`config.mk`:
```
export PLATFORM = sky130hd
export DESIGN_NAME = lpbc_ctrl
export DESIGN_NICKNAME = d
export VERILOG_FILES = /design/src/rtl/lpbc_pkg.sv /design/src/rtl/lpbc_ctrl.sv
export SDC_FILE = /design/constraint.sdc
export NUM_CORES = 1
export LEC_CHECK = 0
export ABC_AREA = 0
export BUFFER_PORTS_ARGS = -buffer_cell sky130_fd_sc_hd__buf_4
export CORE_AREA = 5 5 42 44
export CTS_BUF_LIST = sky130_fd_sc_hd__clkbuf_8
export DETAILED_ROUTE_END_ITERATION = 8
export DIE_AREA = 0 0 47 49
export PLACE_DENSITY = 0.78
export SYNTH_ARGS = -nofsm -noshare
export SYNTH_HDL_FRONTEND = slang
export SYNTH_SLANG_ARGS = --single-unit
export TNS_END_PERCENT = 100
```
`constraint.sdc`:
```
create_clock -name clk_i -period 1.7 [get_ports clk_i]
set_input_delay 0.51 -clock clk_i [delete_from_list [all_inputs] [get_ports clk_i]]
set_output_delay 0.51 -clock clk_i [all_outputs]
set_load 0.05 [all_outputs]
```
`src/rtl/lpbc_pkg.sv`:
```
// shared types and constants for the lattice point ball counter
`default_nettype none

package lpbc_pkg;

  localparam int DIM_BITS   = 4;
  localparam int PASS_BITS  = DIM_BITS + 1;
  localparam int LIMIT_BITS = 12;
  localparam int SQ_BITS    = LIMIT_BITS + 1;
  localparam int ODD_BITS   = 8;

  typedef enum logic [3:0] {
    ST_IDLE,
    ST_INIT,
    ST_PASS_RD0,
    ST_PASS_RD,
    ST_PASS_WR,
    ST_PRE,
    ST_PRE_DRAIN,
    ST_SUM,
    ST_SUM_DRAIN,
    ST_DONE
  } ctrl_state_e;

  typedef enum logic [2:0] {
    RD_NONE,
    RD_LOAD,
    RD_ADD2,
    RD_PRE,
    RD_TOT
  } rd_op_e;

  typedef struct packed {
    logic   load_job;
    logic   s_clr;
    logic   s_inc;
    logic   init_wr;
    rd_op_e rd_op;
    logic   inner_start;
    logic   inner_step;
    logic   pass_wr;
    logic   swap;
    logic   pass_dec;
    logic   x_start;
    logic   x_inc;
    logic   out_load;
  } dp_cmd_t;

  typedef struct packed {
    logic s_last;
    logic inner_more;
    logic passes_zero;
    logic passes_last;
    logic range_empty;
    logic x_last;
    logic x_in_ball;
  } dp_sts_t;

endpackage

`default_nettype wire

```
`src/rtl/lpbc_ctrl.sv`:
```
// sequencing state machine for the lattice point ball counter
`default_nettype none

module lpbc_ctrl (
  input  wire logic             clk_i,
  input  wire logic             rst_ni,
  input  wire logic             in_valid_i,
  output logic                  in_stall_o,
  output logic                  out_valid_o,
  input  wire logic             out_stall_i,
  output lpbc_pkg::dp_cmd_t     cmd_o,
  input  wire lpbc_pkg::dp_sts_t sts_i
);
  import lpbc_pkg::*;

  ctrl_state_e state_q, state_d;
  logic        out_valid_q, out_valid_d;

  always_ff @(posedge clk_i or negedge rst_ni) begin
    if (!rst_ni) begin
      state_q     <= ST_IDLE;
      out_valid_q <= 1'b0;
    end else begin
      state_q     <= state_d;
      out_valid_q <= out_valid_d;
    end
  end

  always_comb begin
    state_d     = state_q;
    cmd_o       = '0;
    cmd_o.rd_op = RD_NONE;
    out_valid_d = out_valid_q && out_stall_i;
    case (state_q)
      ST_IDLE: begin
        if (in_valid_i) begin
          cmd_o.load_job = 1'b1;
          state_d        = ST_INIT;
        end
      end
      ST_INIT: begin
        // seed the zero-dimension table: one way to reach sum zero
        cmd_o.init_wr = 1'b1;
        if (sts_i.s_last) begin
          cmd_o.s_clr = 1'b1;
          state_d     = sts_i.passes_zero ? ST_PRE : ST_PASS_RD0;
        end else begin
          cmd_o.s_inc = 1'b1;
        end
      end
      ST_PASS_RD0: begin
        cmd_o.rd_op       = RD_LOAD;
        cmd_o.inner_start = 1'b1;
        state_d           = ST_PASS_RD;
      end
      ST_PASS_RD: begin
        if (sts_i.inner_more) begin
          cmd_o.rd_op      = RD_ADD2;
          cmd_o.inner_step = 1'b1;
        end else begin
          state_d = ST_PASS_WR;
        end
      end
      ST_PASS_WR: begin
        cmd_o.pass_wr = 1'b1;
        if (sts_i.s_last) begin
          cmd_o.s_clr    = 1'b1;
          cmd_o.swap     = 1'b1;
          cmd_o.pass_dec = 1'b1;
          state_d        = sts_i.passes_last ? ST_PRE : ST_PASS_RD0;
        end else begin
          cmd_o.s_inc = 1'b1;
          state_d     = ST_PASS_RD0;
        end
      end
      ST_PRE: begin
        cmd_o.rd_op = RD_PRE;
        if (sts_i.s_last) begin
          state_d = ST_PRE_DRAIN;
        end else begin
          cmd_o.s_inc = 1'b1;
        end
      end
      ST_PRE_DRAIN: begin
        cmd_o.swap    = 1'b1;
        cmd_o.x_start = 1'b1;
        state_d       = sts_i.range_empty ? ST_DONE : ST_SUM;
      end
      ST_SUM: begin
        if (sts_i.x_in_ball) begin
          cmd_o.rd_op = RD_TOT;
        end
        if (sts_i.x_last) begin
          state_d = ST_SUM_DRAIN;
        end else begin
          cmd_o.x_inc = 1'b1;
        end
      end
      ST_SUM_DRAIN: begin
        state_d = ST_DONE;
      end
      ST_DONE: begin
        if (!out_valid_q || !out_stall_i) begin
          cmd_o.out_load = 1'b1;
          out_valid_d    = 1'b1;
          state_d        = ST_IDLE;
        end
      end
      default: begin
        state_d = ST_IDLE;
      end
    endcase
  end

  assign in_stall_o  = (state_q != ST_IDLE);
  assign out_valid_o = out_valid_q;

endmodule

`default_nettype wire

```
==> summary.txt, run 1 <==
Timing
  • Final setup violation count: 18
  • Setup TNS Final: -4.703 ns
  • Final-report hold violation count: 0
  • Period utilization: 1.198
  • Unrepaired setup endpoints after global routing: true
  • Maximum clock rate: 490.9 MHz
  • Fin. max-slew vios: 0
  • Final WS setup: -0.3371 ns
  • Slew margin rel.: 0.7715
  • Crit path time final: 2.037 ns
  • Worst Tran Pin Value: between 0.3 and 0.4 ns
  • Worst Skew: 0.0003095 ns

Final layout
  • Final Instance Count excl. Fillers: about 140
  • Leading cell type in the layout, fill and taps excluded: buf_4
  • Layout fillers: 34
  • Commonest non-fill, non-tap cells in the layout: 36 x buf_4, 14 x buf_6, 9 x buf_8, 5 x nor2_4, 5 x nand2_1
  • Antenna diodes: 0
  • Ratio of cells with drive above 1 in the final layout: 0.7656
  • Nets: 140
  • Area growth, synth to finish: 146.6%
  • Final core utilization: 0.9491

Run
  • Maxcap violations: 0

Route
  • Vias: 900
  • DRC Markers: 0
  • Antenna Nets Post-Route: 0
  • Avg Vias per Cell: 6.250
  • DRT iter0 DRCs: 41
  • DRT Wirelength: 3307 um
  • Initial DRT Pass Iterations: 4
  • Drt wl/cell: between 20 and 25 um

Clock network
  • Clock Pin Slew Worst Setup and Hold Paths: 0.04 ns
  • TritonCTS clock tree: built
  • Clock Sinks: 5
  • Clock root buffer: clkbuf_8
  • Clock buffer depth: 2
  • Worst skew pair latency: ~0.22 ns
  • Num CTS Buffers: 3
  • Hold buffers post-CTS: 0
  • H-tree depth: 1

Placed design
  • Inst Count DP: roughly 130
  • Post-DP HPWL: 1506 um
  • GP Congestion: around 0.84
  • Port Buffer Count: 27

Critical path
  • R2R Path End: state_q[2]$_DFFE_PN0P_
  • CP delay by family, top: flip-flops
  • Flop2flop setup slack: -0.33 ns
  • Crit Path Class: register to output pin
  • FF-to-FF Start: state_q[2]$_DFFE_PN0P_
  • Levels on crit path: 5
  • Delay of the slowest critical-path stage: about 0.47 ns
  • CP max-delay cell: dfrtp_2
  • Crit path from: state_q[1]$_DFFE_PN0P_
  • Startpoint type of the worst setup path: register
  • Crit-path max FO: 6
  • WP buf/inv: 2
  • Arrival @ worst endpoint: 1.53 ns
  • Crit. End Element: output pin
  • Cell Chain, Critical Path: buf_4 > nor2b_2 > a21oi_1 > nor3b_2 > buf_6
  • Worst path required time: 1.19 ns
  • FF-to-FF path depth: 7

Hold path
  • Hold Path Class: primary input to asynchronous set/reset pin

Logic synthesis
  • Post-synthesis net count: 81
  • Synth top area cells: dfrtp_1 23%, nor2b_1 7.0%, nor4b_2 5.6%, nor2_1 4.9%, mux2_1 4.2%
  • Seq/Total Area, Yosys: 0.2320
  • Number of synthesized register bits: 5
  • Synth area leader: dfrtp_1
  • Mapped cell area: 539.3 sq um
  • YS warnings: 0
  • Netlist cell types: 35
  • Post-Synthesis Cells: 70
  • Syn Area/Cell: 7.704 sq um
  • Top-area cell type share of the netlist area: 0.2320

Power
  • Net Switching: 0.001533 W
  • Pint: 0.001489 W
  • Comb power frac: 0.831
  • Seq pwr share: 0.097
  • P_leak: 0.6216 nW
  • Worst vdd ir: between 0.0015 and 0.002 V
  • Clock Power Share: 0.071
  • Net Sw Frac: 0.5072
  • Power Density: 2272 nW/um^2

Global routing
  • First-pass GRT wire length: 4264 um
  • All-Layer GR Usage: 0.2622
  • Largest net degree at the start of global routing: 9
  • GR Overflow Total: 0
  • Initial antenna violation count: 0
  • Number of global-route vias before repair: 831

Die
  • Die H: 49 um
  • Core Footprint: 1401 sq um
  • Initial Utilization: 0.3848
  • Row count: 14
  • Die ar.: 2303 sq um
  • Die X: 47 um
  • I/O pin count: 28

Status
  • Run status: finished with violations
  • Failing checks: setup timing
[through the flow]
stage	setup slack, ns	instance area [sq um]	hold slack (ns)	total power [W]
floorplan	-0.6264	649.4	0.2144	0.001459
global placement	-0.04761	982.2	0.3163	0.001996
detailed placement	-0.08247	982.2	0.3168	0.002024
CTS	-0.2739	1261	0.08561	0.002698
global route	-0.3809	1330	0.07798	0.003135
finish	-0.3371	1330	0.08420	0.003022
[power groups by stage]
| stage | sequential [W] | clock (W) | combinational (W) |
|---|---|---|---|
| finish | 0.000294 | 0.000216 | 0.00251 |
| global route | 0.000296 | 0.000231 | 0.00261 |
| CTS | 0.000282 | 0.000216 | 0.00220 |
| detailed placement | 0.000280 | 0 | 0.00174 |
| global placement | 0.000275 | 0 | 0.00172 |
| floorplan | 0.000263 | 0 | 0.00120 |
[worst max path at each step]
| stage | end | slack, ns |
|---|---|---|
| CTS | cmd_o[13] | -0.27 |
| detailed placement | cmd_o[4] | -0.08 |
| finish | cmd_o[9] | -0.34 |
| global placement | cmd_o[13] | -0.05 |
| floorplan | cmd_o[4] | -0.63 |
| global route | cmd_o[9] | -0.38 |
[cells by family after synthesis]
logic type,count (synthesis),synth area share
AO/OA/AOI/OAI,16,0.1949
buffers and inverters,6,0.05335
flip-flops,5,0.2320
XOR/XNOR,1,0.01624
AND/OR/NAND/NOR,39,0.4432
multiplexers,3,0.06032
[timing repair]
action                                  in CTS  in global routing
resized for setup                           45                 13
endpoints found under the setup margin      18                 20
setup buffers                               11                  3
pin swaps                                    9                  8
cloned                                       0                  0
[Yosys cell counts, drive strengths merged]
cell / number
a21oi: 4
nor2: 7
nand2b: 2
a211o: 1
o31ai: 1
o21a: 1
nor2b: 6
nor4b: 3
mux2: 2
a21boi: 1
a2111o: 1
xor2: 1
nand3: 1
and2: 1
dfrtp: 5
and4: 1
nor3: 4
and3: 1
nor3b: 2
o21ai: 4
nor4bb: 1
nand4: 2
a32oi: 1
clkbuf: 1
nand2: 6
or2: 2
a31oi: 1
mux2i: 1
inv: 1
o21bai: 1
buf: 4
[flip-flops by register name, summed over array words and instances, names as in the netlist]
register,count
state_q,4
out_valid_o,1
[worst register-to-register path, cell delays in order, from the launching register on]
cell	delay, ns
dfrtp_2	0.47
nor4b_4	0.16
buf_4	0.15
buf_6	0.11
buf_4	0.12
a32oi_1	0.31
o21ai_0	0.23
mux2_1	0.34
[layer usage]
layer | wire (um) | track usage | vias up | part of all wire
met5 | 0 | 0 | - | 0
met4 | 239 | 0.1290 | 0 | 0.072
met3 | 248 | 0.02214 | 27 | 0.075
met2 | 1720 | 0.4570 | 71 | 0.52
met1 | 1099 | 0.3004 | 428 | 0.33
li1 | - | - | 374 | -
[area by class of cell]
cell class,instances,area [sq um],share of cell area
inverters,1,3.754,0.002822
clock buffers,3,41.29,0.03104
multi-input cells,59,568.0,0.4271
well taps,16,20.02,0.01505
repair buffers,59,563.0,0.4233
flip-flops and latches,5,130.1,0.09784
clock inverters,1,3.754,0.002822
Note: power is estimated with default switching activity, not from simulation.
==> run 2, diff against run 1 <==
PLACE_DENSITY = default   (was 0.78)
PLACE_DENSITY_LB_ADDON = 0.1   (was default)
==> run 2 against run 1 <==
Against the previous run:
- the flow now stops in global routing (5_1_grt)
- synthesized cell count unchanged
- synthesized area unchanged
==> summary.txt, run 2 <==
Die
  • I/O pin count: 28 (unchanged)
  • Die X: 47 um (unchanged)
  • Row count: 14 (unchanged)
  • Initial Utilization: 0.3848 (unchanged)
  • Die H: 49 um (unchanged)

Logic synthesis
  • Count leader, synth: nor2_1
  • Top-area cell type share of the netlist area: 0.2320 (unchanged)
  • Synth area leader: dfrtp_1
  • Most used DFF post-synth: dfrtp_1
  • Post-Synthesis Cells: 70 (unchanged)
  • Post-synth EDFFs: 0 (unchanged)
  • Mapped cell area: 539.3 sq um (unchanged)
  • Synth top area cells: dfrtp_1 23%, nor2b_1 7.0%, nor4b_2 5.6%, nor2_1 4.9%, mux2_1 4.2%
  • Number of synthesized register bits: 5 (unchanged)
  • Netlist cell types: 35 (unchanged)
  • YS warnings: 0 (unchanged)
  • Top post-synthesis cells by count: 7 x nor2_1, 6 x nand2_1, 6 x nor2b_1, 5 x dfrtp_1
  • Async SR Flop Fraction: 1.000 (unchanged)
  • Seq/Total Area, Yosys: 0.2320 (unchanged)
  • Post-synthesis net count: 81 (unchanged)
  • Syn Area/Cell: 7.704 sq um (unchanged)

Clock network
  • Clock Sinks: 5 (unchanged)
  • H-tree depth: 1 (unchanged)
  • Clock root buffer: clkbuf_8
  • Hold buffers post-CTS: 0 (unchanged)
  • Clock buffer depth: 2 (unchanged)
  • Num CTS Buffers: 3 (unchanged)

Placed design
  • Post-DP HPWL: 1412 um (-6.2%)
  • Port Buffer Count: 27 (unchanged)
  • Post-place instance area: 1005 sq um (+2.3%)
  • GP Congestion: 0.8249 (-1.9%)

Timing
  • Post-GRT worst EP: cmd_o[13]
  • Category of the worst endpoint: top-level output

Status
  • Run status: did not finish
  • Stopped at: global routing (5_1_grt)
  • Stop err: [ERROR DPL-0033] detailed placement checks failed during check placement.

Global routing
  • Initial antenna violation count: 0
  • Largest net degree at the start of global routing: 15
[run 2: cell counts after synthesis]
No cell type changed its count.
[run 2: logic make-up after synthesis]
group,Yosys count,synth area share
and+or+nand+nor,39,0.4432
AOI/OAI and AO/OA,16,0.1949
buffers and inverters,6,0.05335
DFF,5,0.2320
muxes,3,0.06032
xor gates and xnor gates,1,0.01624
[run 2: stage by stage]
stage	setup WS (ns)	std cells
after global placement	-0.07087	130
after detailed placement	-0.1024	130
after CTS	-0.2619	141
after floorplan	-0.6264	70
[run 2: timing repair]
item / CTS
setup endpoints to repair: 16
pin swaps: 6
gates resized for setup: 46
buffers inserted: 7
==> run 3, diff against run 2 <==
CORE_AREA = 5 5 66 68   (was 5 5 42 44)
CTS_BUF_LIST = default   (was sky130_fd_sc_hd__clkbuf_8)
DIE_AREA = 0 0 71 73   (was 0 0 47 49)
PLACE_DENSITY_LB_ADDON = 0.15   (was 0.1)
==> run 3 against run 2 <==
Against the previous run:
- the flow now finishes, with violations (setup timing)
==> summary.txt, run 3 (synthesis results as in run 1) <==
Status
  • Run status: finished with violations
  • Failing checks: setup timing

Final layout
  • Final core utilization: 0.3745
  • Ratio of cells with drive above 1 in the final layout: 0.7874
  • Commonest non-fill, non-tap cells in the layout: 32 x buf_4, 15 x buf_6, 11 x buf_8, 6 x nor2_4, 5 x nand2_1
  • Max FFs per register: 4
  • Fin area: 1423 sq um
  • Area growth, synth to finish: 163.8%
  • Nets: 139
  • Antenna diodes: 0
  • Leading cell type in the layout, fill and taps excluded: buf_4
  • Largest Register: state_q

Timing
  • Fin. max-slew vios: 0
  • Final setup violation count: 15
  • Unrepaired setup endpoints after global routing: true
  • Worst Skew: 0.001187 ns
  • Worst Tran Pin Value: ~0.3 ns
  • Final WS setup: -0.2644 ns
  • Final-report hold violation count: 0
  • Worst hold slack: ~0.09 ns
  • Crit path time final: 1.964 ns
  • Period utilization: 1.156
  • Slew margin rel.: 0.7977
  • Maximum clock rate: 509.1 MHz

Power
  • Power Density: 2099 nW/um^2
  • P_leak: 0.6335 nW
  • Worst vdd ir: between 0.0004 and 0.0005 V
  • Final Power: about 0.0030 W

Die
  • I/O pin count: 28 (unchanged)
  • Die ar.: around 5200 sq um
  • Row count: 23 (+9)
  • Die H: 73 um (+49%)
  • Initial Utilization: 0.1420 (-0.2429)
  • Core Footprint: approximately 3800 sq um
  • Die X: 71 um (+51%)

Clock network
  • Worst skew pair latency: 0.22 ns
  • Num CTS Buffers: 3 (unchanged)
  • Clock Pin Slew Worst Setup and Hold Paths: 0.04 ns
  • Clock Sinks: 5 (unchanged)
  • Clock root buffer: clkbuf_8
  • TritonCTS clock tree: built
  • Clock buffer depth: 2 (unchanged)
  • H-tree depth: 1 (unchanged)

Critical path
  • Flop2flop setup slack: 0.07 ns
  • R2R Path End: state_q[0]$_DFFE_PN0P_
  • CP max-delay cell: dfrtp_2
  • Delay of the slowest critical-path stage: 0.43 ns
  • CP delay by family, top: simple AND/OR/NAND/NOR gates
  • Crit-path max FO: 5
  • Startpoint type of the worst setup path: register
  • Worst path required time: 1.19 ns
  • WP buf/inv: 2
  • FF-to-FF path depth: 5
  • Crit Path Class: register to output pin
  • Crit. End Element: output pin
  • Cell Chain, Critical Path: buf_6 > nor4b_4 > and2_4 > or2_4 > buf_8
  • FF-to-FF Start: state_q[2]$_DFFE_PN0P_
  • Arrival @ worst endpoint: 1.45 ns

Route
  • Drt wl/cell: 12.70 um
  • Vias: 746
  • DRC Markers: 0
  • DRT iter0 DRCs: 13
  • DRT Wirelength: 2248 um
  • Avg Vias per Cell: 4.215
  • Antenna Nets Post-Route: 0
  • Initial DRT Pass Iterations: 3

Placed design
  • Post-place instance area: 1025 sq um (+2.0%)
  • GP Congestion: 0.7650 (-7.3%)
  • Port Buffer Count: 27 (unchanged)
  • Setup Slack @ Placement: -0.1039 ns (-0.001586 ns)
  • Post-DP HPWL: 1792 um (+27%)

Global routing
  • First-pass GRT wire length: 3726 um
  • Largest net degree at the start of global routing: 9
  • GR Overflow Total: 0
  • Initial antenna violation count: 0
  • All-Layer GR Usage: 0.09127
  • Number of global-route vias before repair: 848

Hold path
  • Hold Path Class: primary input to asynchronous set/reset pin

Run
  • Maxcap violations: 0
run 3: worst max path at each step:
stage                                start         to  cells after the start
finish              state_q[2]$_DFFE_PN0P_   cmd_o[4]                      5
global route        state_q[3]$_DFFE_PN0P_  cmd_o[11]                      4
CTS                 state_q[2]$_DFFE_PN0P_  cmd_o[13]                      4
detailed placement  state_q[3]$_DFFE_PN0P_   cmd_o[4]                      4
global placement    state_q[3]$_DFFE_PN0P_   cmd_o[4]                      4
floorplan           state_q[1]$_DFFE_PN0P_   cmd_o[4]                      3
run 3: cell type report:
class	count	area (sq um)
multi-input combinational	59	606.8
sequential	5	130.1
tap	50	62.56
fill	388	2376
clock buffer	4	45.04
timing repair buffer	58	574.3
inverter	1	3.754
run 3: report_power, final:
part | total (W) | internal [W] | switching, W
combinational | 0.00251 | 0.00124 | 0.00127
sequential | 0.000263 | 0.000179 | 0.0000839
clock | 0.000216 | 0.000161 | 0.0000555
run 3: metrics by stage:
stage	TNS [ns]	std cells
after CTS	-2.367	174
after floorplan	-1.850	70
after global routing	-3.217	177
after global placement	-0.3265	161
final	-2.315	177
after detailed placement	-0.3812	161
run 3: routing by layer:
metal,GRT usage,vias to the layer above,wire (um)
met5,0,-,0
met2,0.1730,16,1309
li1,-,369,-
met3,0.01653,2,97
met4,0.05846,0,25
met1,0.09098,359,817
run 3: repair_timing:
| item | in CTS | in global routing |
|---|---|---|
| resized for setup | 57 | 11 |
| endpoints found under the setup margin | 16 | 19 |
| pin swaps | 6 | 3 |
| buffers inserted | 10 | 3 |
| hold buffers | 0 | 0 |
| endpoints found under the hold margin | 0 | 0 |
==> run 4, diff against run 3 <==
TNS_END_PERCENT = 1   (was 100)
==> run 4 against run 3 <==
Against the previous run:
- the flow still finishes with violations (setup timing)
- worst setup slack got worse by 0.0038 ns
- sequential cell count did not move
- worst hold slack got worse by 0.0031 ns
- combinational power fell by 27%
- largest power group unchanged
- register-to-register slack got worse by 0.10 ns
- critical endpoint is now cmd_o[13]
==> summary.txt, run 4 (synthesis results as in run 1) <==
Timing
  • Period utilization: 1.158 (+0.002249)
  • Slew margin rel.: 0.7866 (-0.01104)
  • Fin. max-slew vios: 0 (unchanged)
  • Crit path time final: 1.968 ns (+0.003823 ns)
  • Final-report hold violation count: 0 (unchanged)
  • Worst Skew: 0.0002190 ns (-0.0009681 ns)
  • Setup TNS Final: -2.599 ns (-0.2839 ns)
  • Maximum clock rate: 508.1 MHz (-0.19%)
  • Final WS setup: -0.2682 ns (-0.003823 ns)
  • Worst Tran Pin Value: 0.3156 ns (+0.01413 ns)
  • Final setup violation count: 17 (+2)
  • Unrepaired setup endpoints after global routing: true

Die
  • Die H: 73 um (unchanged)
  • I/O pin count: 28 (unchanged)
  • Row count: 23 (unchanged)
  • Initial Utilization: 0.1420 (unchanged)
  • Die ar.: 5183 sq um (unchanged)
  • Die X: 71 um (unchanged)
  • Core Footprint: 3799 sq um (unchanged)

Route
  • DRC Markers: 0 (unchanged)
  • Vias: 696 (-6.7%)
  • Avg Vias per Cell: 4.218 (about the same)
  • DRT iter0 DRCs: 15 (+2)
  • Antenna Nets Post-Route: 0 (unchanged)
  • Initial DRT Pass Iterations: 4 (+1)
  • Drt wl/cell: 12.15 um (-4.4%)
  • DRT Wirelength: 2004 um (-11%)

Power
  • Power Density: 2087 nW/um^2 (-0.55%)
  • Worst vdd ir: 0.0003189 V (-21%)
  • P_leak: 0.5119 nW (-19%)

Critical path
  • Worst path required time: 1.19 ns (about the same)
  • Startpoint type of the worst setup path: register
  • Crit-path max FO: 7 (+2)
  • Crit Path Class: register to output pin
  • Arrival @ worst endpoint: 1.46 ns (about the same)
  • Crit. End Element: output pin

Final layout
  • Ratio of cells with drive above 1 in the final layout: 0.5913 (-0.1961)
  • Antenna diodes: 0 (unchanged)
  • Nets: 127 (-8.6%)
  • Fin area: 1109 sq um (-22%)
  • Leading cell type in the layout, fill and taps excluded: buf_4
  • Max FFs per register: 4 (unchanged)
  • Largest Register: state_q
  • Layout fillers: 436 (+12%)
  • Commonest non-fill, non-tap cells in the layout: 28 x buf_4, 16 x buf_6, 6 x nor2_1, 6 x nand2_1
  • Area growth, synth to finish: 105.6%

Clock network
  • Hold buffers post-CTS: 0 (unchanged)
  • Worst skew pair latency: 0.22 ns (about the same)
  • Clock root buffer: clkbuf_8
  • Clock buffer depth: 2 (unchanged)
  • TritonCTS clock tree: built
  • Num CTS Buffers: 3 (unchanged)
  • Clock Sinks: 5 (unchanged)
  • H-tree depth: 1 (unchanged)
  • Clock Pin Slew Worst Setup and Hold Paths: 0.04 ns (about the same)

Global routing
  • Number of global-route vias before repair: 727 (-14%)
  • First-pass GRT wire length: 3243 um (-13%)
  • Largest net degree at the start of global routing: 13 (+4)
  • All-Layer GR Usage: 0.07856 (-0.01272)
  • GR Overflow Total: 0 (unchanged)
  • Initial antenna violation count: 0 (unchanged)

Placed design
  • GP Congestion: 0.7474 (-2.3%)
  • Post-place instance area: 929.6 sq um (-9.3%)
  • Post-DP HPWL: 1653 um (-7.8%)
  • Port Buffer Count: 27 (unchanged)

Status
  • Run status: finished with violations
  • Failing checks: setup timing

Run
  • Maxcap violations: 0 (unchanged)

Hold path
  • Hold Path Class: primary input to asynchronous set/reset pin
## run 4: changes by cell type in the layout (fill, tap and decap cells not counted), sizes merged
cell,change
buf,-12
## run 4: worst max-delay path, cell delays in order, from the launching register on
cell     delay (ns)
dfrtp_2        0.42
buf_6          0.15
nor4b_4        0.34
o21a_1         0.17
buf_6          0.15
## run 4: through the flow
stage          hold WS [ns]  setup WS, ns    util  total power [W]  std cells
2_1_floorplan        0.2144       -0.6267       -         0.001341         70
3_3_place_gp         0.3178       -0.1368  0.2447         0.001894        158
3_5_place_dp         0.3200      -0.09163  0.2447         0.001881        158
4_1_cts             0.08367       -0.2725  0.2787         0.002272        164
5_1_grt             0.08634       -0.3002  0.2918         0.002461        165
6_report            0.08490       -0.2682  0.2918         0.002314        165
## run 4: worst paths after layout
kind                                   startpoint                endpoint  slack [ns]  cells after the start
setup / recovery           state_q[3]$_DFFE_PN0P_               cmd_o[13]       -0.27                      4
hold / removal                             rst_ni   out_valid_o$_DFF_PN0_        0.08                      1
setup reg to reg           state_q[2]$_DFFE_PN0P_  state_q[2]$_DFFE_PN0P_       -0.03                      7
hold reg to reg             out_valid_o$_DFF_PN0_   out_valid_o$_DFF_PN0_        0.53                      2
max in group asynchronous                  rst_ni  state_q[3]$_DFFE_PN0P_        1.49                      1
min in group clk_i                    out_stall_i   out_valid_o$_DFF_PN0_        0.51                      3
## run 4: layout make-up
| class | count | area (sq um) | share of cell area |
|---|---|---|---|
| Clock buffer | 4 | 45.04 | 0.04063 |
| Inverter | 1 | 3.754 | 0.003386 |
| Multi-Input combinational cell | 59 | 447.9 | 0.4041 |
| Sequential cell | 5 | 128.9 | 0.1163 |
| Tap cell | 50 | 62.56 | 0.05643 |
| Timing Repair Buffer | 46 | 420.4 | 0.3792 |
## run 4: timing repair
item,in CTS,in global routing
pin swaps,2,1
setup endpoints to repair,18,18
resized for setup,20,10
gates cloned,0,0
setup buffers,2,1
## run 4: power breakdown
group / switching [W] / internal, W
clock: 0.0000604 / 0.000161
sequential: 0.0000718 / 0.000177
combinational: 0.00103 / 0.000818
## run 4: routing by layer
layer / vias up / wire length, um / track usage
li1: 344 / - / -
met1: 331 / 846 / 0.08079
met2: 17 / 1058 / 0.1483
met3: 4 / 63 / 0.01515
met4: 0 / 35 / 0.04384
met5: - / 0 / 0
